<file path="src/assert_macros.svh">
`ifndef ASSERT_MACROS_SVH
`define ASSERT_MACROS_SVH

// Assertions clocked on clk and disabled while arst_n is low.
`ifndef SYNTHESIS
`define MOR_ASSERT(label, prop, msg) \
	label: assert property (@(posedge clk) disable iff (!arst_n) prop) else $error(msg);
`define MOR_NEVER(label, expr, msg) \
	label: assert property (@(posedge clk) disable iff (!arst_n) !(expr)) else $error(msg);
`else
`define MOR_ASSERT(label, prop, msg)
`define MOR_NEVER(label, expr, msg)
`endif

`endif

</file>
<file path="src/mor_pkg.sv">
package mor_pkg;

	localparam int MAX_COLUMNS = 256;
	localparam int HEIGHT_BITS = 16;
	localparam int COL_BITS    = (MAX_COLUMNS > 1) ? $clog2(MAX_COLUMNS) : 1;
	localparam int CNT_W       = COL_BITS + 1;
	localparam int CFG_W       = 9;
	localparam int AREA_W      = 25;

	// queue depth must be a power of two
	localparam int QUEUE_DEPTH = 2;
	localparam int QPTR_W      = (QUEUE_DEPTH > 1) ? $clog2(QUEUE_DEPTH) : 1;
	localparam int QCNT_W      = $clog2(QUEUE_DEPTH + 1);

	localparam logic [CFG_W-1:0]       ROW_WIDTH_RESET = CFG_W'(256);
	localparam logic [AREA_W-1:0]      AREA_MAX        = '1;
	localparam logic [HEIGHT_BITS-1:0] HEIGHT_MAX      = '1;

	typedef struct packed {
		logic                cell_val;
		logic                last;
		logic                row_end;
		logic [COL_BITS-1:0] col;
	} mor_item_t;

	typedef struct packed {
		logic idle;
		logic stack_empty;
		logic result_pending;
	} mor_back_status_t;

endpackage

</file>
<file path="src/mor_queue.sv">
module mor_queue (
	input  logic                       clk,
	input  logic                       arst_n,
	input  logic                       wr_valid,
	output logic                       wr_ready,
	input  mor_pkg::mor_item_t         wr_item,
	output logic                       rd_valid,
	input  logic                       rd_ready,
	output mor_pkg::mor_item_t         rd_item,
	output logic [mor_pkg::QCNT_W-1:0] count
);
	import mor_pkg::*;

	mor_item_t         entry_q [QUEUE_DEPTH];
	logic [QPTR_W-1:0] wr_ptr_q;
	logic [QPTR_W-1:0] rd_ptr_q;
	logic [QCNT_W-1:0] count_q;
	logic              push;
	logic              pop;

	assign wr_ready = (count_q != QCNT_W'(QUEUE_DEPTH));
	assign rd_valid = (count_q != '0);
	assign rd_item  = entry_q[rd_ptr_q];
	assign count    = count_q;
	assign push     = wr_valid && wr_ready;
	assign pop      = rd_valid && rd_ready;

	always_ff @(posedge clk) begin
		if (push) begin
			entry_q[wr_ptr_q] <= wr_item;
		end
	end

	always_ff @(posedge clk or negedge arst_n) begin
		if (!arst_n) begin
			wr_ptr_q <= '0;
			rd_ptr_q <= '0;
			count_q  <= '0;
		end else begin
			if (push) begin
				wr_ptr_q <= wr_ptr_q + QPTR_W'(1);
			end
			if (pop) begin
				rd_ptr_q <= rd_ptr_q + QPTR_W'(1);
			end
			if (push && !pop) begin
				count_q <= count_q + QCNT_W'(1);
			end else if (pop && !push) begin
				count_q <= count_q - QCNT_W'(1);
			end
		end
	end

endmodule

</file>
<file path="config.mk">
export PLATFORM = sky130hd
export DESIGN_NAME = mor_queue
export DESIGN_NICKNAME = d
export VERILOG_FILES = /design/src/assert_macros.svh /design/src/mor_pkg.sv /design/src/mor_queue.sv
export SDC_FILE = /design/constraint.sdc
export NUM_CORES = 1
export LEC_CHECK = 0
export ABC_AREA = 1
export BUFFER_PORTS_ARGS = -buffer_cell sky130_fd_sc_hd__buf_4
export CAP_MARGIN = 10
export CORE_MARGIN = 2
export CORE_UTILIZATION = 50
export DETAILED_ROUTE_END_ITERATION = 10
export PLACE_DENSITY = 0.83
export SLEW_MARGIN = 20
export SYNTH_ARGS = -nofsm -noshare
export SYNTH_HDL_FRONTEND = slang
export SYNTH_SLANG_ARGS = --single-unit
</file>
<file path="constraint.sdc">
create_clock -name clk -period 3.34 [get_ports clk]
set_input_delay 0.334 -clock clk [delete_from_list [all_inputs] [get_ports clk]]
set_output_delay 0.334 -clock clk [all_outputs]
set_load 0.02 [all_outputs]
</file>
==> metrics.txt <==
outcome=finished clean; endpoint arrival time on the critical path=1.56 ns; GR met1 Demand/Resource=19.7%; Bufs on Longest Clock Path=2; die area=approximately 2500 µm²; Post-synth ARST share=between 10% and 20%; Max VDD drop=between 0.5 and 0.6 mV; CP Launch Point=rd_ptr_q; GRT Resource Usage Total=15.7%; Final Hold Viols=0; fin nets=135; netlist area before placement=1040 µm²; R2R setup slack=1.64 ns; post-route antenna net violation count=0; vertical die dimension=a little under 50 µm; maximum operating frequency=0.527 GHz; share of post-route cells with drive strength above 1=33.1%; count of clock tree sinks=26; number of buffers added by the clock tree synthesis step=3; Placed Area=1280 µm²; met3 GRT Util=about 1.8%; Leakage=0.000602 µW; initial antenna violation count=0; top cells by area, synth=sky130_fd_sc_hd__edfxtp_1 (63%), sky130_fd_sc_hd__nand2_1 (14%), sky130_fd_sc_hd__dfrtp_1 (9.6%); Post-route DRC=0; starting utilization of the core area=53.1%; Worst slew margin=40.8%; cells on worst reg2reg path=4; leftover overflow at the end of global routing=0; Max-Cap Viols=0; most instantiated library cell after synthesis=sky130_fd_sc_hd__nand2_1; type of element launching the critical path=register; shortest period the worst path allows=1.90 ns; CP required=about 3.0 ns; min-delay worst type=input pin to register; area used by multi-input combinational logic=243 µm²; # IOs=30; root buffer cell=sky130_fd_sc_hd__clkbuf_4; Core ar.=slightly below 2000 µm²; unrepaired setup endpoints after global routing=false; Worst-Margin Slew=about 0.88 ns; number of input and output port buffers inserted=29; depth of the CTS H-tree=1; Synth Net Count=between 100 and 150; Post-Synthesis Mean Instance Area=12.1 µm²; last element of the critical path=rd_item[5]; critical path fanouts, max=13; number of standard cells after synthesis=86; top-area cell type share of the netlist area=between 60% and 70%; kind of capture point of the worst setup path=primary output; warning count from the yosys run=0; TritonCTS clock tree=yes; primary flip-flop cell chosen by synthesis mapping=sky130_fd_sc_hd__edfxtp_1; setup TNS=0 ns; post-route cell area=around 1300 µm²; power density of the placed cells=~900 nW/µm²; area taken by flip-flops and latches=approximately 760 µm²; final WL=1770 µm; r2r endpoint=entry_q[0][2]; fill cell total of the finished layout=154; signed area change from the synthesized netlist to the final layout=26.4%; antenna diode count=0; first-pass iteration count of the detailed router=4; sequential-to-total area share from yosys stat=73.0%; post-synthesis register bit count=26; count of pins over their slew limit=0; number of synthesized flops with an enable pin=22; largest area contributor in the netlist=sky130_fd_sc_hd__edfxtp_1; Placer Congestion=0.780; drt via density=between 4 and 5; number of buffers added for setup after CTS=0; worst clock skew on the final layout=between 0.0007 and 0.0008 ns; total setup violations reported at the end of the flow=0; library cells used by synthesis=15; leading post-synthesis cells by instance count=sky130_fd_sc_hd__nand2_1 (39), sky130_fd_sc_hd__edfxtp_1 (22), sky130_fd_sc_hd__inv_1 (5), sky130_fd_sc_hd__dfrtp_1 (4); post-CTS clock slew at the launch and capture registers of the worst setup and hold paths=about 0.13 ns; wire length of the first global-routing pass=approximately 2800 µm; vias in the first global route=596; die width=49.7 µm; first-iteration detailed-routing DRC count=9; maximum number of pins on one net before global-route repair=15; routing layer with the top usage in global route=met2; category of the most critical setup path=register to primary output; Skew-Pair Late Insertion Delay=0.30 ns; met2 routing resource usage after global routing=26.0%; routed vias=668; fin crit share=56.8%; number of placement rows=16; reg-to-reg startpoint=count[0]; post-detailed-route wirelength per cell=12.2 µm
cell usage in the layout, fill, tap and decap left out, drive strengths merged:
| cell | count |
|---|---|
| ha | 1 |
| buf | 29 |
| clkbuf | 3 |
| nand3 | 2 |
| nand2 | 43 |
| xor2 | 1 |
| edfxtp | 22 |
| inv | 7 |
| nand4 | 1 |
| xnor2 | 1 |
| dlygate4sd3 | 1 |
| dfrtp | 4 |
| clkinv | 1 |
| nor2 | 2 |
critical path: stages (launching register included):
cell and delay, ns:
sky130_fd_sc_hd__dfrtp_1 0.61, sky130_fd_sc_hd__inv_1 0.30, sky130_fd_sc_hd__nand2_1 0.13, sky130_fd_sc_hd__nand2_1 0.06, sky130_fd_sc_hd__buf_4 0.15
layer usage:
metal  wire (µm)  vias up
li1            -      345
met1         730      306
met2         969       15
met3          41        2
met4          27        0
met5           0        -
sequential cells by signal, indices dropped and copies added (netlist names):
register	cells
entry_q	22
wr_ptr_q	1
count	2
rd_ptr_q	1
final cells by class:
class,instances,share of cell area (%)
Clock buffer,3,1.71
Clock inverter,1,0.285
Inverter,7,1.99
Multi-Input combinational cell,51,18.4
Sequential cell,26,57.7
Tap cell,27,2.56
Timing Repair Buffer,30,17.3
how the worst min path moves through the flow:
stage / slack (ns) / cells past startpoint / startpoint / to
after global placement: 0.13 / 1 / arst_n / rd_ptr_q
final: 0.20 / 1 / wr_item[2] / entry_q[1][2]
after global routing: 0.18 / 1 / wr_item[4] / entry_q[1][4]
after detailed placement: 0.13 / 1 / arst_n / rd_ptr_q
after floorplan: 0.04 / 0 / arst_n / count[0]
after CTS: 0.20 / 1 / wr_item[2] / entry_q[1][2]
metrics by stage:
step	hold slack, ns	instances	power [µW]	setup WS [ns]	util [%]
5_1_grt	0.176	145	1240	1.27	67.2
4_1_cts	0.198	145	1180	1.42	67.2
2_1_floorplan	0.0384	86	845	1.69	-
6_report	0.202	145	1170	1.44	67.2
3_5_place_dp	0.135	140	1050	1.57	65.3
3_3_place_gp	0.135	140	1030	1.71	65.3
cell families after synthesis:
kind of cell	after synthesis	share of synthesized area, %
xor gates and xnor gates	2	2.40
buffers and inverters	9	3.72
adders and majority gates	1	1.20
and+or+nand+nor	48	19.7
DFF	26	73.0
power by group:
part	internal, µW	switching [µW]
clock network	43.6	85.2
logic	205	326
registers	450	56.5
total	699	467
repair_timing:
| action | 4_1_cts | 5_1_grt |
|---|---|---|
| hold buffers | 1 | 0 |
| gates resized for setup | 0 | 0 |
| hold endpoints to repair | 4 | 0 |
Power figures use the tool's default switching activity.
