File: src/assert_macros.svh
`ifndef ASSERT_MACROS_SVH
`define ASSERT_MACROS_SVH

// Assertions clocked on clk and disabled while arst_n is low.
`ifndef SYNTHESIS
`define MOR_ASSERT(label, prop, msg) \
	label: assert property (@(posedge clk) disable iff (!arst_n) prop) else $error(msg);
`define MOR_NEVER(label, expr, msg) \
	label: assert property (@(posedge clk) disable iff (!arst_n) !(expr)) else $error(msg);
`else
`define MOR_ASSERT(label, prop, msg)
`define MOR_NEVER(label, expr, msg)
`endif

`endif

File: src/mor_pkg.sv
package mor_pkg;

	localparam int MAX_COLUMNS = 256;
	localparam int HEIGHT_BITS = 16;
	localparam int COL_BITS    = (MAX_COLUMNS > 1) ? $clog2(MAX_COLUMNS) : 1;
	localparam int CNT_W       = COL_BITS + 1;
	localparam int CFG_W       = 9;
	localparam int AREA_W      = 25;

	// queue depth must be a power of two
	localparam int QUEUE_DEPTH = 2;
	localparam int QPTR_W      = (QUEUE_DEPTH > 1) ? $clog2(QUEUE_DEPTH) : 1;
	localparam int QCNT_W      = $clog2(QUEUE_DEPTH + 1);

	localparam logic [CFG_W-1:0]       ROW_WIDTH_RESET = CFG_W'(256);
	localparam logic [AREA_W-1:0]      AREA_MAX        = '1;
	localparam logic [HEIGHT_BITS-1:0] HEIGHT_MAX      = '1;

	typedef struct packed {
		logic                cell_val;
		logic                last;
		logic                row_end;
		logic [COL_BITS-1:0] col;
	} mor_item_t;

	typedef struct packed {
		logic idle;
		logic stack_empty;
		logic result_pending;
	} mor_back_status_t;

endpackage

File: src/mor_front.sv
module mor_front (
	input  logic                       clk,
	input  logic                       arst_n,
	input  logic                       cfg_we,
	input  logic [mor_pkg::CFG_W-1:0]  cfg_wdata,
	input  logic                       in_valid,
	output logic                       in_ready,
	input  logic                       cell_req,
	input  logic                       end_of_matrix,
	output logic                       item_valid,
	input  logic                       item_ready,
	output mor_pkg::mor_item_t         item
);
	import mor_pkg::*;

	localparam int WCMP_W = (CFG_W > CNT_W) ? CFG_W : CNT_W;

	logic [CFG_W-1:0]    row_width_q;
	logic [COL_BITS-1:0] col_q;
	logic [WCMP_W-1:0]   eff_w;
	logic [CNT_W-1:0]    col_next;
	logic                row_end;

	always_comb begin
		if (row_width_q == '0) begin
			eff_w = WCMP_W'(1);
		end else if (WCMP_W'(row_width_q) > WCMP_W'(MAX_COLUMNS)) begin
			eff_w = WCMP_W'(MAX_COLUMNS);
		end else begin
			eff_w = WCMP_W'(row_width_q);
		end
	end

	assign col_next = CNT_W'(col_q) + CNT_W'(1);
	assign row_end  = (WCMP_W'(col_next) >= eff_w) || end_of_matrix;

	assign item.cell_val = cell_req;
	assign item.last     = end_of_matrix;
	assign item.row_end  = row_end;
	assign item.col      = col_q;
	assign item_valid    = in_valid;
	assign in_ready      = item_ready;

	always_ff @(posedge clk or negedge arst_n) begin
		if (!arst_n) begin
			row_width_q <= ROW_WIDTH_RESET;
			col_q       <= '0;
		end else begin
			if (cfg_we) begin
				row_width_q <= cfg_wdata;
			end
			if (in_valid && item_ready) begin
				col_q <= row_end ? '0 : col_next[COL_BITS-1:0];
			end
		end
	end

endmodule

File: config.mk
export PLATFORM = sky130hd
export DESIGN_NAME = mor_front
export DESIGN_NICKNAME = d
export VERILOG_FILES = /design/src/assert_macros.svh /design/src/mor_pkg.sv /design/src/mor_front.sv
export SDC_FILE = /design/constraint.sdc
export NUM_CORES = 1
export LEC_CHECK = 0
export ABC_AREA = 1
export BUFFER_PORTS_ARGS = -buffer_cell sky130_fd_sc_hd__buf_2
export CAP_MARGIN = 10
export CELL_PAD_IN_SITES_DETAIL_PLACEMENT = 0
export CELL_PAD_IN_SITES_GLOBAL_PLACEMENT = 1
export CORE_UTILIZATION = 40
export DETAILED_ROUTE_END_ITERATION = 8
export GPL_TIMING_DRIVEN = 0
export PLACE_DENSITY = 0.87
export SYNTH_ARGS = -nofsm -noshare
export SYNTH_HDL_FRONTEND = slang
export SYNTH_SLANG_ARGS = --single-unit
File: constraint.sdc
create_clock -name clk -period 6.6 [get_ports clk]
set_clock_uncertainty 0.15 [all_clocks]
set_input_delay 1.98 -clock clk [delete_from_list [all_inputs] [get_ports clk]]
set_output_delay 1.98 -clock clk [all_outputs]
set_load 0.05 [all_outputs]
==> results.json <==
{
  "path_class": "input pin to primary output",
  "path_buf_inv": 3,
  "p_seq_share_pct": 44.3,
  "num_rows": 19,
  "grt_first_pass_wirelength_um": 3970,
  "reg2regPathDepth": 11,
  "clkPwrFrac_pct": 20.9,
  "tightest_slew_ns": 0.413,
  "swShare_pct": 38.8,
  "synth-seq-cells": 17,
  "grt_max_degree": 18,
  "syn_nets": 186,
  "min-delay-start": "row_width_q[7]$_DFFE_PN0P_",
  "ys_seq_area_share_pct": 36.0,
  "slew_headroom_pct": 72.5,
  "ys_warn_count": 0,
  "avgSynthCellArea_sq_um": 7.40,
  "r2r_slack_ns": 4.24,
  "drc": 0,
  "path_clk_slew_ns": 0.10,
  "layout_min_cycle_time_ns": 5.10,
  "setup_violations": 0,
  "cts_hold_buffers": 0,
  "yosysTopAreaCell": "dfrtp_1",
  "initial_core_util_pct": 42.6,
  "drv_cap": 0,
  "p_switching_mw": 0.107,
  "outcome": "finished clean",
  "syn_area_sq_mm": 0.00118,
  "first_pass_iters": 4,
  "clock-sinks": 17,
  "cts_resized": 0,
  "drive_above_1_share_pct": 23.2,
  "final_core_util_pct": 49.6,
  "syn2layout_area_growth_pct": 16.5,
  "drt_wl_total_um": 2360,
  "vias_per_cell": 4.70,
  "postCtsSetupBuffers": 0,
  "die_h_um": 56.4,
  "num_vias": 1038,
  "insertion_delay_ns": 0.29,
  "cpPeakStageDelay_ns": 0.22,
  "intPower_mw": 0.169,
  "max_freq_mhz": 196,
  "cp-end-kind": "primary output",
  "cts_buffers": 3,
  "reg2reg_to": "col_q[0]$_DFFE_PN0P_",
  "worstPathCellList": "buf_2, nor2_1, nand2_1, nor2_1, nand3_2, buf_4, buf_2",
  "worstPathArrival_ns": 2.97,
  "num_io_pins": 29,
  "dieWidth_um": 56.4,
  "grt_antenna_before_repair": 0,
  "rsz0062_at_grt": "no",
  "diodes": 0,
  "leakagePower_nw": 0.760,
  "gp_congestion": 0.752,
  "dp_hpwl_um": 1870,
  "reg2reg_from": "col_q[0]$_DFFE_PN0P_",
  "required_ns": 4.47,
  "clock_path_buffers": 2,
  "synthTopCellsByArea": "dfrtp_1 (34%), nand2_1 (13%), ha_1 (11%), inv_1 (7.9%), nor2_1 (5.4%)",
  "slew_viol_final": 0,
  "wire_per_inst_um": 10.7,
  "hold_viol_final": 0,
  "setup.worst_path.start_class": "input pin",
  "yosysUniqueCellTypes": 23,
  "grt_usage_pct": 15.8,
  "core_area_sq_mm": 0.00278,
  "cp_max_fo": 9,
  "nNetsFinal": 217,
  "cts_root_buf": "clkbuf_4",
  "worst_path_max_delay_cell": "nand3_2",
  "drt_iter0_drc": 27,
  "cp_top_family": "buffers and inverters",
  "hold_end": "row_width_q[7]$_DFFE_PN0P_",
  "power.density_mw_per_mm2": 200,
  "holdCritPathClass": "register to register",
  "syn_inst": 160,
  "fin_tns_setup_ns": 0,
  "post-synth-top-area-fraction_pct": 33.8,
  "whs_ns": 0.403,
  "pwr-share-comb_pct": 34.8,
  "grt_pass1_vias": 949,
  "port_buffers": 26,
  "finalCritPeriodShare_pct": 77.3,
  "ant_nets": 0,
  "cts_tree": "yes",
  "htree_levels": 1,
  "fill_cells": 303,
  "grt-ovfl-total": 0,
  "worstHoldPathCells": 2,
  "die_area_sq_mm": 0.00318,
  "peakVddDrop_uv": 116
}
logic make-up after synthesis:
family | after synthesis | synth area share, %
and+or+nand+nor | 76 | 27.5
buffers and inverters | 33 | 12.3
AOI/OAI and AO/OA | 22 | 11.5
DFF | 17 | 36.0
adders and majority gates | 10 | 10.6
xor gates and xnor gates | 2 | 2.11
per-stage QoR:
step	std cells	setup slack [ns]	area (sq um)	total power, mW
after floorplan	160	1.87	1180	0.195
after global placement	217	1.50	1350	0.218
after detailed placement	217	1.47	1350	0.221
after CTS	221	1.47	1380	0.281
after global routing	221	1.43	1380	0.297
final	221	1.50	1380	0.275
area by class of cell:
cell class	count	area (sq um)	area share, %
Buffer	8	51.3	3.72
Tap cell	31	38.8	2.81
Inverter	25	93.8	6.81
Clock buffer	4	26.3	1.91
Timing Repair Buffer	26	130	9.44
Sequential cell	17	427	30.9
Multi-Input combinational cell	110	612	44.4
placed cells by master, fill, tap and decap left out, types with 3 or more instances in the layout:
cell type,count
nand2_1,41
buf_2,28
inv_1,25
nor2_1,17
dfrtp_1,16
ha_1,10
o21ai_0,8
nand3_1,7
o21bai_1,7
buf_4,5
nand4_1,3
o21ai_1,3
and2_1,3
clkbuf_4,3
power by group through the flow:
stage               clock, mW  combinational, mW  sequential (mW)
global placement            0             0.0944            0.124
detailed placement          0             0.0968            0.124
floorplan                   0             0.0576            0.138
global route           0.0649              0.109            0.123
CTS                    0.0615             0.0974            0.122
finish                 0.0576             0.0959            0.122
cell usage after synthesis:
| library cell | count |
|---|---|
| a21oi_1 | 2 |
| and2_1 | 3 |
| buf_2 | 2 |
| buf_4 | 5 |
| clkbuf_1 | 1 |
| dfrtp_1 | 16 |
| dfstp_2 | 1 |
| ha_1 | 10 |
| inv_1 | 25 |
| nand2_1 | 41 |
| nand2_2 | 2 |
| nand3_1 | 7 |
| nand3_2 | 1 |
| nand4_1 | 3 |
| nor2_1 | 17 |
| nor2_2 | 2 |
| o211ai_1 | 1 |
| o21ai_0 | 8 |
| o21ai_1 | 3 |
| o21bai_1 | 7 |
| o21bai_2 | 1 |
| xor2_1 | 1 |
| xor2_2 | 1 |
metal layers:
metal | GRT usage (%) | part of all wire (%) | vias up
met5 | 0 | 0 | -
li1 | - | - | 555
met4 | 3.14 | 0.76 | 0
met1 | 20.5 | 49 | 464
met2 | 28.1 | 48 | 15
met3 | 2.07 | 2.7 | 4
flip-flops by register name, indices dropped and copies added, names as in the netlist:
| name | cells |
|---|---|
| col_q | 8 |
| row_width_q | 9 |
worst reg2reg max path, cell delays in order, from the launching register on:
cell	delay, ns
dfrtp_1	0.45
ha_1	0.21
nand2_2	0.07
inv_1	0.10
nand4_1	0.13
and2_1	0.19
ha_1	0.30
nand2_1	0.07
a21oi_1	0.06
nor2_1	0.12
nand3_2	0.22
o21bai_1	0.22
worst max-delay path by stage:
stage / startpoint / endpoint / slack, ns / cells after the start
2_1_floorplan: end_of_matrix / item[8] / 1.87 / 5
3_3_place_gp: end_of_matrix / item[8] / 1.50 / 7
3_5_place_dp: end_of_matrix / item[8] / 1.47 / 7
4_1_cts: end_of_matrix / item[8] / 1.47 / 7
5_1_grt: end_of_matrix / item[8] / 1.43 / 7
6_report: end_of_matrix / item[8] / 1.50 / 7
Note: power is estimated with default switching activity, not from simulation.
